`config.mk`:
```
export PLATFORM = sky130hd
export DESIGN_NAME = prime_skip_permutation
export DESIGN_NICKNAME = d
export VERILOG_FILES = /design/src/rtl/psp_pkg.sv /design/src/rtl/psp_div.sv /design/src/rtl/psp_datapath.sv /design/src/rtl/psp_ctrl.sv /design/src/rtl/prime_skip_permutation.sv
export SDC_FILE = /design/constraint.sdc
export NUM_CORES = 1
export LEC_CHECK = 0
export ABC_AREA = 0
export BUFFER_PORTS_ARGS = -buffer_cell sky130_fd_sc_hd__buf_4
export CORE_MARGIN = 1.5
export CORE_UTILIZATION = 30
export DETAILED_ROUTE_END_ITERATION = 10
export PLACE_DENSITY = 0.49
export REMOVE_ABC_BUFFERS = 1
export SLEW_MARGIN = 20
export SYNTH_ARGS = -nofsm -noshare
export SYNTH_HDL_FRONTEND = slang
export SYNTH_SLANG_ARGS = --single-unit
```
`constraint.sdc`:
```
create_clock -name clk -period 9.1 [get_ports clk]
set_input_delay 1.82 -clock clk [delete_from_list [all_inputs] [get_ports clk]]
set_output_delay 1.82 -clock clk [all_outputs]
set_load 0.05 [all_outputs]
```
`src/rtl/psp_pkg.sv`:
```
`timescale 1ns / 1ps
`default_nettype none

package psp_pkg;

    localparam int unsigned COUNT_W   = 17;
    localparam int unsigned SEED_W    = 30;
    localparam int unsigned INDEX_W   = 16;
    localparam int unsigned CFG_IDX_W = 1;
    // The smallest prime above any count fits in one more bit than the count.
    localparam int unsigned PRIME_W   = COUNT_W + 1;
    // Trial divisors stay at or below the square root of the candidate.
    localparam int unsigned TRIAL_W   = (PRIME_W + 2) / 2;

    localparam int unsigned MAX_ELEMENTS_DEFAULT = 65536;

    localparam logic [CFG_IDX_W-1:0] REG_ELEMENT_COUNT = 1'b0;
    localparam logic [CFG_IDX_W-1:0] REG_SKIP_SEED     = 1'b1;

    typedef struct packed {
        logic accept;
        logic cand_init;
        logic cand_next;
        logic trial_start;
        logic seed_start;
        logic next_divisor;
        logic skip_load;
        logic step;
        logic out_load;
    } psp_cmd_t;

    typedef struct packed {
        logic prepared;
        logic sqr_over;
        logic div_done;
        logic div_zero;
        logic visits_done;
        logic step_hit;
    } psp_stat_t;

endpackage

`default_nettype wire

```
`src/rtl/psp_div.sv`:
```
`timescale 1ns / 1ps
`default_nettype none

module psp_div (
    input  wire logic                         clk,
    input  wire logic                         rst_n,
    input  wire logic                         start,
    input  wire logic [psp_pkg::SEED_W-1:0]   dividend,
    input  wire logic [psp_pkg::PRIME_W-1:0]  divisor,
    output logic                              done,
    output logic [psp_pkg::PRIME_W-1:0]       remainder
);
    import psp_pkg::*;

    localparam int unsigned CNT_W = $clog2(SEED_W + 1);

    logic [PRIME_W-1:0] rem_reg, rem_next;
    logic [SEED_W-1:0]  dvd_reg, dvd_next;
    logic [PRIME_W-1:0] dvs_reg, dvs_next;
    logic [CNT_W-1:0]   cnt_reg, cnt_next;
    logic               busy_reg, busy_next;
    logic               done_reg, done_next;
    logic [PRIME_W:0]   shifted;
    logic [PRIME_W:0]   reduced;

    // One quotient bit per cycle, restoring form; only the remainder is kept.
    assign shifted = {rem_reg, dvd_reg[SEED_W-1]};
    assign reduced = (shifted >= {1'b0, dvs_reg}) ? shifted - {1'b0, dvs_reg} : shifted;

    always_comb
    begin
        rem_next  = rem_reg;
        dvd_next  = dvd_reg;
        dvs_next  = dvs_reg;
        cnt_next  = cnt_reg;
        busy_next = busy_reg;
        done_next = 1'b0;
        if (start)
        begin
            rem_next  = '0;
            dvd_next  = dividend;
            dvs_next  = divisor;
            cnt_next  = CNT_W'(SEED_W);
            busy_next = 1'b1;
        end
        else if (busy_reg)
        begin
            rem_next = reduced[PRIME_W-1:0];
            dvd_next = {dvd_reg[SEED_W-2:0], 1'b0};
            cnt_next = cnt_reg - CNT_W'(1);
            if (cnt_reg == CNT_W'(1))
            begin
                busy_next = 1'b0;
                done_next = 1'b1;
            end
        end
    end

    always_ff @(posedge clk or negedge rst_n)
    begin
        if (!rst_n)
        begin
            busy_reg <= 1'b0;
            done_reg <= 1'b0;
            cnt_reg  <= '0;
        end
        else
        begin
            busy_reg <= busy_next;
            done_reg <= done_next;
            cnt_reg  <= cnt_next;
        end
    end

    always_ff @(posedge clk)
    begin
        rem_reg <= rem_next;
        dvd_reg <= dvd_next;
        dvs_reg <= dvs_next;
    end

    assign done      = done_reg;
    assign remainder = rem_reg;

endmodule

`default_nettype wire

```
`src/rtl/psp_datapath.sv`:
```
`timescale 1ns / 1ps
`default_nettype none

module psp_datapath #(
    parameter int unsigned MAX_ELEMENTS = psp_pkg::MAX_ELEMENTS_DEFAULT
) (
    input  wire logic                           clk,
    input  wire logic                           rst_n,
    input  wire logic                           cfg_we,
    input  wire logic [psp_pkg::CFG_IDX_W-1:0]  cfg_index,
    input  wire logic [psp_pkg::SEED_W-1:0]     cfg_data,
    input  wire logic                           restart,
    input  wire psp_pkg::psp_cmd_t              cmd,
    output psp_pkg::psp_stat_t                  stat,
    output logic [psp_pkg::INDEX_W-1:0]         index,
    output logic                                exhausted
);
    import psp_pkg::*;

    localparam int unsigned COUNT_LIMIT = (1 << COUNT_W) - 1;
    localparam int unsigned CAP = (MAX_ELEMENTS < COUNT_LIMIT) ? MAX_ELEMENTS : COUNT_LIMIT;
    localparam logic [COUNT_W-1:0] CAP_V = COUNT_W'(CAP);

    logic [COUNT_W-1:0] element_count_reg, element_count_next;
    logic [SEED_W-1:0]  skip_seed_reg, skip_seed_next;
    logic               prepared_reg, prepared_next;
    logic [PRIME_W-1:0] position_reg, position_next;
    logic [PRIME_W-1:0] visit_reg, visit_next;
    logic [PRIME_W-1:0] prime_reg, prime_next;
    logic [PRIME_W-1:0] skip_reg, skip_next;
    logic [PRIME_W-1:0] cand_reg, cand_next;
    logic [TRIAL_W-1:0] trial_reg, trial_next;
    logic [INDEX_W-1:0] res_index_reg, res_index_next;
    logic               res_exh_reg, res_exh_next;
    logic [INDEX_W-1:0] index_reg, index_next;
    logic               exhausted_reg, exhausted_next;

    logic [COUNT_W-1:0]   eff_count;
    logic [2*TRIAL_W-1:0] trial_sq;
    logic [PRIME_W:0]     step_sum;
    logic [PRIME_W-1:0]   step_pos;
    logic                 step_hit;
    logic                 visits_done;
    logic                 div_start;
    logic                 div_done;
    logic [SEED_W-1:0]    div_dividend;
    logic [PRIME_W-1:0]   div_divisor;
    logic [PRIME_W-1:0]   div_rem;

    always_comb
    begin
        if (element_count_reg == '0)
            eff_count = COUNT_W'(1);
        else if (element_count_reg > CAP_V)
            eff_count = CAP_V;
        else
            eff_count = element_count_reg;
    end

    assign trial_sq    = trial_reg * trial_reg;
    assign step_sum    = {1'b0, position_reg} + {1'b0, skip_reg};
    assign step_pos    = (step_sum >= {1'b0, prime_reg})
                       ? PRIME_W'(step_sum - {1'b0, prime_reg})
                       : step_sum[PRIME_W-1:0];
    assign step_hit    = step_pos < {1'b0, eff_count};
    assign visits_done = visit_reg >= prime_reg;

    assign div_start    = cmd.trial_start || cmd.seed_start;
    assign div_dividend = cmd.seed_start ? skip_seed_reg : SEED_W'(cand_reg);
    assign div_divisor  = cmd.seed_start ? cand_reg : PRIME_W'(trial_reg);

    psp_div u_div (
        .clk       (clk),
        .rst_n     (rst_n),
        .start     (div_start),
        .dividend  (div_dividend),
        .divisor   (div_divisor),
        .done      (div_done),
        .remainder (div_rem)
    );

    always_comb
    begin
        element_count_next = element_count_reg;
        skip_seed_next     = skip_seed_reg;
        prepared_next      = prepared_reg;
        position_next      = position_reg;
        visit_next         = visit_reg;
        prime_next         = prime_reg;
        skip_next          = skip_reg;
        cand_next          = cand_reg;
        trial_next         = trial_reg;
        res_index_next     = res_index_reg;
        res_exh_next       = res_exh_reg;
        index_next         = index_reg;
        exhausted_next     = exhausted_reg;

        if (cfg_we)
        begin
            case (cfg_index)
                REG_ELEMENT_COUNT: element_count_next = cfg_data[COUNT_W-1:0];
                REG_SKIP_SEED:     skip_seed_next = cfg_data;
                default:           skip_seed_next = skip_seed_reg;
            endcase
            prepared_next = 1'b0;
            position_next = '0;
            visit_next    = '0;
        end

        if (cmd.accept && restart)
        begin
            position_next = '0;
            visit_next    = '0;
        end

        if (cmd.cand_init)
            cand_next = PRIME_W'(eff_count);

        if (cmd.cand_next)
        begin
            cand_next  = cand_reg + PRIME_W'(1);
            trial_next = TRIAL_W'(2);
        end

        if (cmd.next_divisor)
            trial_next = trial_reg + TRIAL_W'(1);

        if (cmd.seed_start)
            prime_next = cand_reg;

        if (cmd.skip_load)
        begin
            skip_next     = (div_rem == '0) ? PRIME_W'(1) : div_rem;
            prepared_next = 1'b1;
        end

        if (cmd.step)
        begin
            if (visits_done)
            begin
                res_index_next = '0;
                res_exh_next   = 1'b1;
            end
            else
            begin
                position_next  = step_pos;
                visit_next     = visit_reg + PRIME_W'(1);
                res_index_next = step_pos[INDEX_W-1:0];
                res_exh_next   = 1'b0;
            end
        end

        if (cmd.out_load)
        begin
            index_next     = res_index_reg;
            exhausted_next = res_exh_reg;
        end
    end

    always_ff @(posedge clk or negedge rst_n)
    begin
        if (!rst_n)
        begin
            element_count_reg <= COUNT_W'(1);
            skip_seed_reg     <= SEED_W'(1);
            prepared_reg      <= 1'b0;
            position_reg      <= '0;
            visit_reg         <= '0;
        end
        else
        begin
            element_count_reg <= element_count_next;
            skip_seed_reg     <= skip_seed_next;
            prepared_reg      <= prepared_next;
            position_reg      <= position_next;
            visit_reg         <= visit_next;
        end
    end

    always_ff @(posedge clk)
    begin
        prime_reg     <= prime_next;
        skip_reg      <= skip_next;
        cand_reg      <= cand_next;
        trial_reg     <= trial_next;
        res_index_reg <= res_index_next;
        res_exh_reg   <= res_exh_next;
        index_reg     <= index_next;
        exhausted_reg <= exhausted_next;
    end

    always_comb
    begin
        stat.prepared    = prepared_reg;
        stat.sqr_over    = trial_sq > (2*TRIAL_W)'(cand_reg);
        stat.div_done    = div_done;
        stat.div_zero    = div_rem == '0;
        stat.visits_done = visits_done;
        stat.step_hit    = step_hit;
    end

    assign index     = index_reg;
    assign exhausted = exhausted_reg;

endmodule

`default_nettype wire

```
`src/rtl/psp_ctrl.sv`:
```
`timescale 1ns / 1ps
`default_nettype none

module psp_ctrl (
    input  wire logic               clk,
    input  wire logic               rst_n,
    input  wire logic               in_valid,
    input  wire logic               out_stall,
    input  wire psp_pkg::psp_stat_t stat,
    output psp_pkg::psp_cmd_t       cmd,
    output logic                    in_stall,
    output logic                    out_valid,
    output logic                    cfg_ready
);
    import psp_pkg::*;

    typedef enum logic [2:0] {
        IDLE,
        PREP_INIT,
        NEXT_CAND,
        TEST,
        DIV_WAIT,
        SEED_WAIT,
        STEP,
        RESULT
    } state_t;

    state_t state_reg, state_next;
    logic   out_valid_reg, out_valid_next;
    logic   out_free;

    assign out_free = !out_valid_reg || !out_stall;

    always_comb
    begin
        cmd              = '0;
        cmd.accept       = (state_reg == IDLE) && in_valid;
        cmd.cand_init    = state_reg == PREP_INIT;
        cmd.cand_next    = state_reg == NEXT_CAND;
        cmd.trial_start  = (state_reg == TEST) && !stat.sqr_over;
        cmd.seed_start   = (state_reg == TEST) && stat.sqr_over;
        cmd.next_divisor = (state_reg == DIV_WAIT) && stat.div_done && !stat.div_zero;
        cmd.skip_load    = (state_reg == SEED_WAIT) && stat.div_done;
        cmd.step         = state_reg == STEP;
        cmd.out_load     = (state_reg == RESULT) && out_free;
    end

    always_comb
    begin
        state_next     = state_reg;
        out_valid_next = out_valid_reg && out_stall;
        case (state_reg)
            IDLE:
            begin
                if (in_valid)
                    state_next = stat.prepared ? STEP : PREP_INIT;
            end
            PREP_INIT: state_next = NEXT_CAND;
            NEXT_CAND: state_next = TEST;
            TEST:      state_next = stat.sqr_over ? SEED_WAIT : DIV_WAIT;
            DIV_WAIT:
            begin
                if (stat.div_done)
                    state_next = stat.div_zero ? NEXT_CAND : TEST;
            end
            SEED_WAIT:
            begin
                if (stat.div_done)
                    state_next = STEP;
            end
            STEP:
            begin
                if (stat.visits_done || stat.step_hit)
                    state_next = RESULT;
            end
            RESULT:
            begin
                if (out_free)
                begin
                    state_next     = IDLE;
                    out_valid_next = 1'b1;
                end
            end
            default: state_next = IDLE;
        endcase
    end

    always_ff @(posedge clk or negedge rst_n)
    begin
        if (!rst_n)
        begin
            state_reg     <= IDLE;
            out_valid_reg <= 1'b0;
        end
        else
        begin
            state_reg     <= state_next;
            out_valid_reg <= out_valid_next;
        end
    end

    // An offered item takes precedence over a register write in the same cycle.
    assign in_stall  = state_reg != IDLE;
    assign cfg_ready = (state_reg == IDLE) && !in_valid;
    assign out_valid = out_valid_reg;

endmodule

`default_nettype wire

```
`src/rtl/prime_skip_permutation.sv`:
```
`timescale 1ns / 1ps
`default_nettype none

// Returns each index below element_count (zero counting as one, capped at
// MAX_ELEMENTS) exactly once in a pseudo-random order, one index per item; after all
// positions of the prime cycle are used, each further item returns index 0 with
// exhausted set until an item with restart arrives. An ordinary item steps the
// position adder, which visits one position per cycle, past k out-of-range positions;
// k averages about (prime - count) / count, at most one. The first item after reset
// or after any register write also prepares the block: it searches the smallest
// prime above the count by trial division through a shared remainder unit, one
// divisor per division, then reduces skip_seed through the same unit. Registers are
// written only while no item is in progress and no item is offered.
module prime_skip_permutation #(
    parameter int unsigned MAX_ELEMENTS = psp_pkg::MAX_ELEMENTS_DEFAULT
) (
    input  wire logic                           clk,
    input  wire logic                           rst_n,
    input  wire logic                           in_valid,
    output logic                                in_stall,
    input  wire logic                           restart,
    output logic                                out_valid,
    input  wire logic                           out_stall,
    output logic [psp_pkg::INDEX_W-1:0]         index,
    output logic                                exhausted,
    input  wire logic                           cfg_valid,
    output logic                                cfg_ready,
    input  wire logic [psp_pkg::CFG_IDX_W-1:0]  cfg_index,
    input  wire logic [psp_pkg::SEED_W-1:0]     cfg_data
);
    import psp_pkg::*;

    psp_cmd_t  cmd;
    psp_stat_t stat;
    logic      cfg_we;

    assign cfg_we = cfg_valid && cfg_ready;

    psp_ctrl u_ctrl (
        .clk       (clk),
        .rst_n     (rst_n),
        .in_valid  (in_valid),
        .out_stall (out_stall),
        .stat      (stat),
        .cmd       (cmd),
        .in_stall  (in_stall),
        .out_valid (out_valid),
        .cfg_ready (cfg_ready)
    );

    psp_datapath #(
        .MAX_ELEMENTS (MAX_ELEMENTS)
    ) u_datapath (
        .clk       (clk),
        .rst_n     (rst_n),
        .cfg_we    (cfg_we),
        .cfg_index (cfg_index),
        .cfg_data  (cfg_data),
        .restart   (restart),
        .cmd       (cmd),
        .stat      (stat),
        .index     (index),
        .exhausted (exhausted)
    );

endmodule

`default_nettype wire

```
==> results.sh <==
export IMPL_grt_pass1_vias=12500
export IMPL_grt_usage_pct=15.4
export IMPL_root_buffer="clkbuf_16"
export IMPL_rows=88
export IMPL_clockBufferDepth=3
export IMPL_vias=12700
export IMPL_r2r_cells=28
export IMPL_fin_crit_sh_pct=87.3
export IMPL_r2r_end="u_datapath.u_div.dvd_reg[8]"
export IMPL_finish_net_count=2026
export IMPL_start_util_pct=30.3
export IMPL_wire_per_inst_um=17.9
export IMPL_cts_reportedPaths_clkPinSlew_ps=60
export IMPL_slew_limit_headroom_pct=34.9
export IMPL_fp_dieW_um=244
export IMPL_n_fill_cell=5841
export IMPL_worstHoldEndpoint="u_datapath.index[12]"
export IMPL_synth_most_common_cell="nand2_1"
export IMPL_cts_tree="built"
export IMPL_h_tree_depth=1
export IMPL_startpoint_type="flop"
export IMPL_io_pins=57
export IMPL_worstReg2RegStart="u_datapath.trial_reg[0]"
export IMPL_drive_above_1_share_pct=10.9
export IMPL_areaGrowthSynthToFinish_pct=12.8
export IMPL_hpwlAfterDp_mm=35.3
export IMPL_placedCellCount=2515
export IMPL_worstSetupPathType="flop to flop"
export IMPL_grt_ovfl_total=0
export IMPL_outcome="completed"
export IMPL_hold_viol=0
export IMPL_multiInputGateArea_mm2=0.00940
export IMPL_ctsResizeCount=0
export IMPL_cts_sinks=259
export IMPL_yosys_area_top_type="edfxtp_1"
export IMPL_synth_area_leaders="edfxtp_1 (25%), dfrtp_1 (13%), ha_1 (11%)"
export IMPL_yosysTopAreaCellShare_pct=25.1
export IMPL_fin_setup_tns_ps=0
export IMPL_avgSynthCellArea_um2=9.92
export IMPL_antenna_found_initial=0
export IMPL_seq_area_frac_synth_pct=40.9
export IMPL_yosysUniqueCellTypes=72
export IMPL_seq_area_mm2=0.00712
export IMPL_cp_num_buf_inv=4
export IMPL_numCtsBuffers=30
export IMPL_critPathCaptureType="flop"
export IMPL_cap_viol_max_count=0
export IMPL_period_needed_ps=7940
export IMPL_syn_inst=1758
export IMPL_gp_congestion=0.878
export IMPL_cp_max_fo=39
export IMPL_crit_required_ps=9410
export IMPL_die_area_mm2=0.0596
export IMPL_drtAntennaViolNets=0
export IMPL_tightest_slew_ps=977
export IMPL_cts_hold_buf=0
export IMPL_worst_skew_pair_late_latency_ps=590
export IMPL_hold_path_startpoint="u_datapath.res_index_reg[12]"
export IMPL_rsz0062_at_grt="no"
export IMPL_core_mm2=0.0576
export IMPL_synth_area_mm2=0.0174
export IMPL_reg2reg_slack_ps=1160
export IMPL_final_cells=2572
export IMPL_hp_class="flop to flop"
export IMPL_synth_edff_count=146
export IMPL_drc=0
export IMPL_grt_max_degree=74
export IMPL_max_stage_delay_ps=620
export IMPL_ys_warn_count=0
export IMPL_cp_arrival_ps=8250
export IMPL_crit_cells=28
export IMPL_crit_slowest_cell="edfxtp_1"
export IMPL_finClkSkew_ps=16.6
export IMPL_grt_pass1_wl_mm=72.3
export IMPL_routed_wirelength_mm=45.9
export IMPL_critPathTopFamily="adder cells"
export IMPL_port_buffers=56
export IMPL_dr_pass1_iters=8
export IMPL_max_freq_ghz=0.126
export IMPL_setup_viol=0
export IMPL_cts_setup_buffers=0
export IMPL_synth_commonest_cells="nand2_1 (187), inv_1 (172), ha_1 (157)"
export IMPL_slew_viol_final=0
export IMPL_die_h_um=244
export IMPL_drtIter0Drc=994
export IMPL_ys_ff_latch=259
export IMPL_hold_depth=0
export IMPL_synthArstFlopShare_pct=36.7
export IMPL_viasPerCell=4.96
export IMPL_synth_main_ff_cell="edfxtp_1"
[cells by family (layout without fill, tap and decap cells)]
group | after synthesis | after routing | share of synthesized area [%]
xor+xnor | 86 | 86 | 4.32
simple gates | 527 | 527 | 14.5
flops | 259 | 259 | 40.9
other cells | 0 | 1 | 0
fa+ha+maj | 207 | 207 | 17.0
buf+inv | 249 | 297 | 5.44
compound gates | 317 | 317 | 10.9
mux | 113 | 113 | 6.94
[cell usage in the layout (no fill, tap or decap), drive strengths merged, types with 12 or more instances in the layout]
master / count
nand2: 187
inv: 173
ha: 157
edfxtp: 146
o21ai: 113
a21oi: 98
dfrtp: 93
nor2: 88
nand3: 70
xnor2: 69
buf: 69
mux2: 63
mux2i: 50
fa: 50
nor3: 41
clkbuf: 36
and2: 33
a21o: 28
nand4: 23
dfxtp: 18
xor2: 17
nor4: 17
clkinv: 15
nor2b: 14
and3: 12
[metal layers]
layer,up-vias,GRT usage [%],routed length [um]
li1,6212,-,-
met1,6207,21.8,22100
met2,275,25.0,21000
met3,54,2.21,2100
met4,0,2.69,730
met5,-,0,0
[through the flow]
stage	hold WS (ps)	util [%]	setup slack, ps	instance area (um2)
floorplan	400	-	83.3	17100
global placement	403	32.3	1390	18600
detailed placement	407	32.3	1160	18600
CTS	415	34.1	1100	19600
global route	429	34.1	516	19700
finish	418	34.1	1160	19700
[how the worst max path moves through the flow]
stage / start / to / slack [ps]
floorplan: u_datapath.trial_reg[0] / u_datapath.u_div.dvs_reg[0] / 80
global placement: u_datapath.trial_reg[1] / u_datapath.u_div.dvd_reg[15] / 1390
detailed placement: u_datapath.trial_reg[8] / u_datapath.u_div.dvd_reg[8] / 1160
CTS: u_datapath.trial_reg[8] / u_datapath.u_div.dvd_reg[8] / 1100
global route: u_datapath.trial_reg[8] / u_datapath.u_div.dvd_reg[8] / 520
finish: u_datapath.trial_reg[0] / u_datapath.u_div.dvd_reg[8] / 1160
[final cells by class]
| type | instances | area share, % |
|---|---|---|
| antenna | 1 | 0.0127 |
| sequential | 259 | 36.2 |
| multi-input combinational | 1250 | 47.8 |
| clock inverter | 20 | 1.04 |
| clock buffer | 36 | 4.14 |
| tap | 765 | 4.87 |
| timing repair buffer | 69 | 2.63 |
| inverter | 172 | 3.28 |
Power is not shown: default switching activity piles up to over one toggle a cycle in this logic, so the estimate is an artifact.
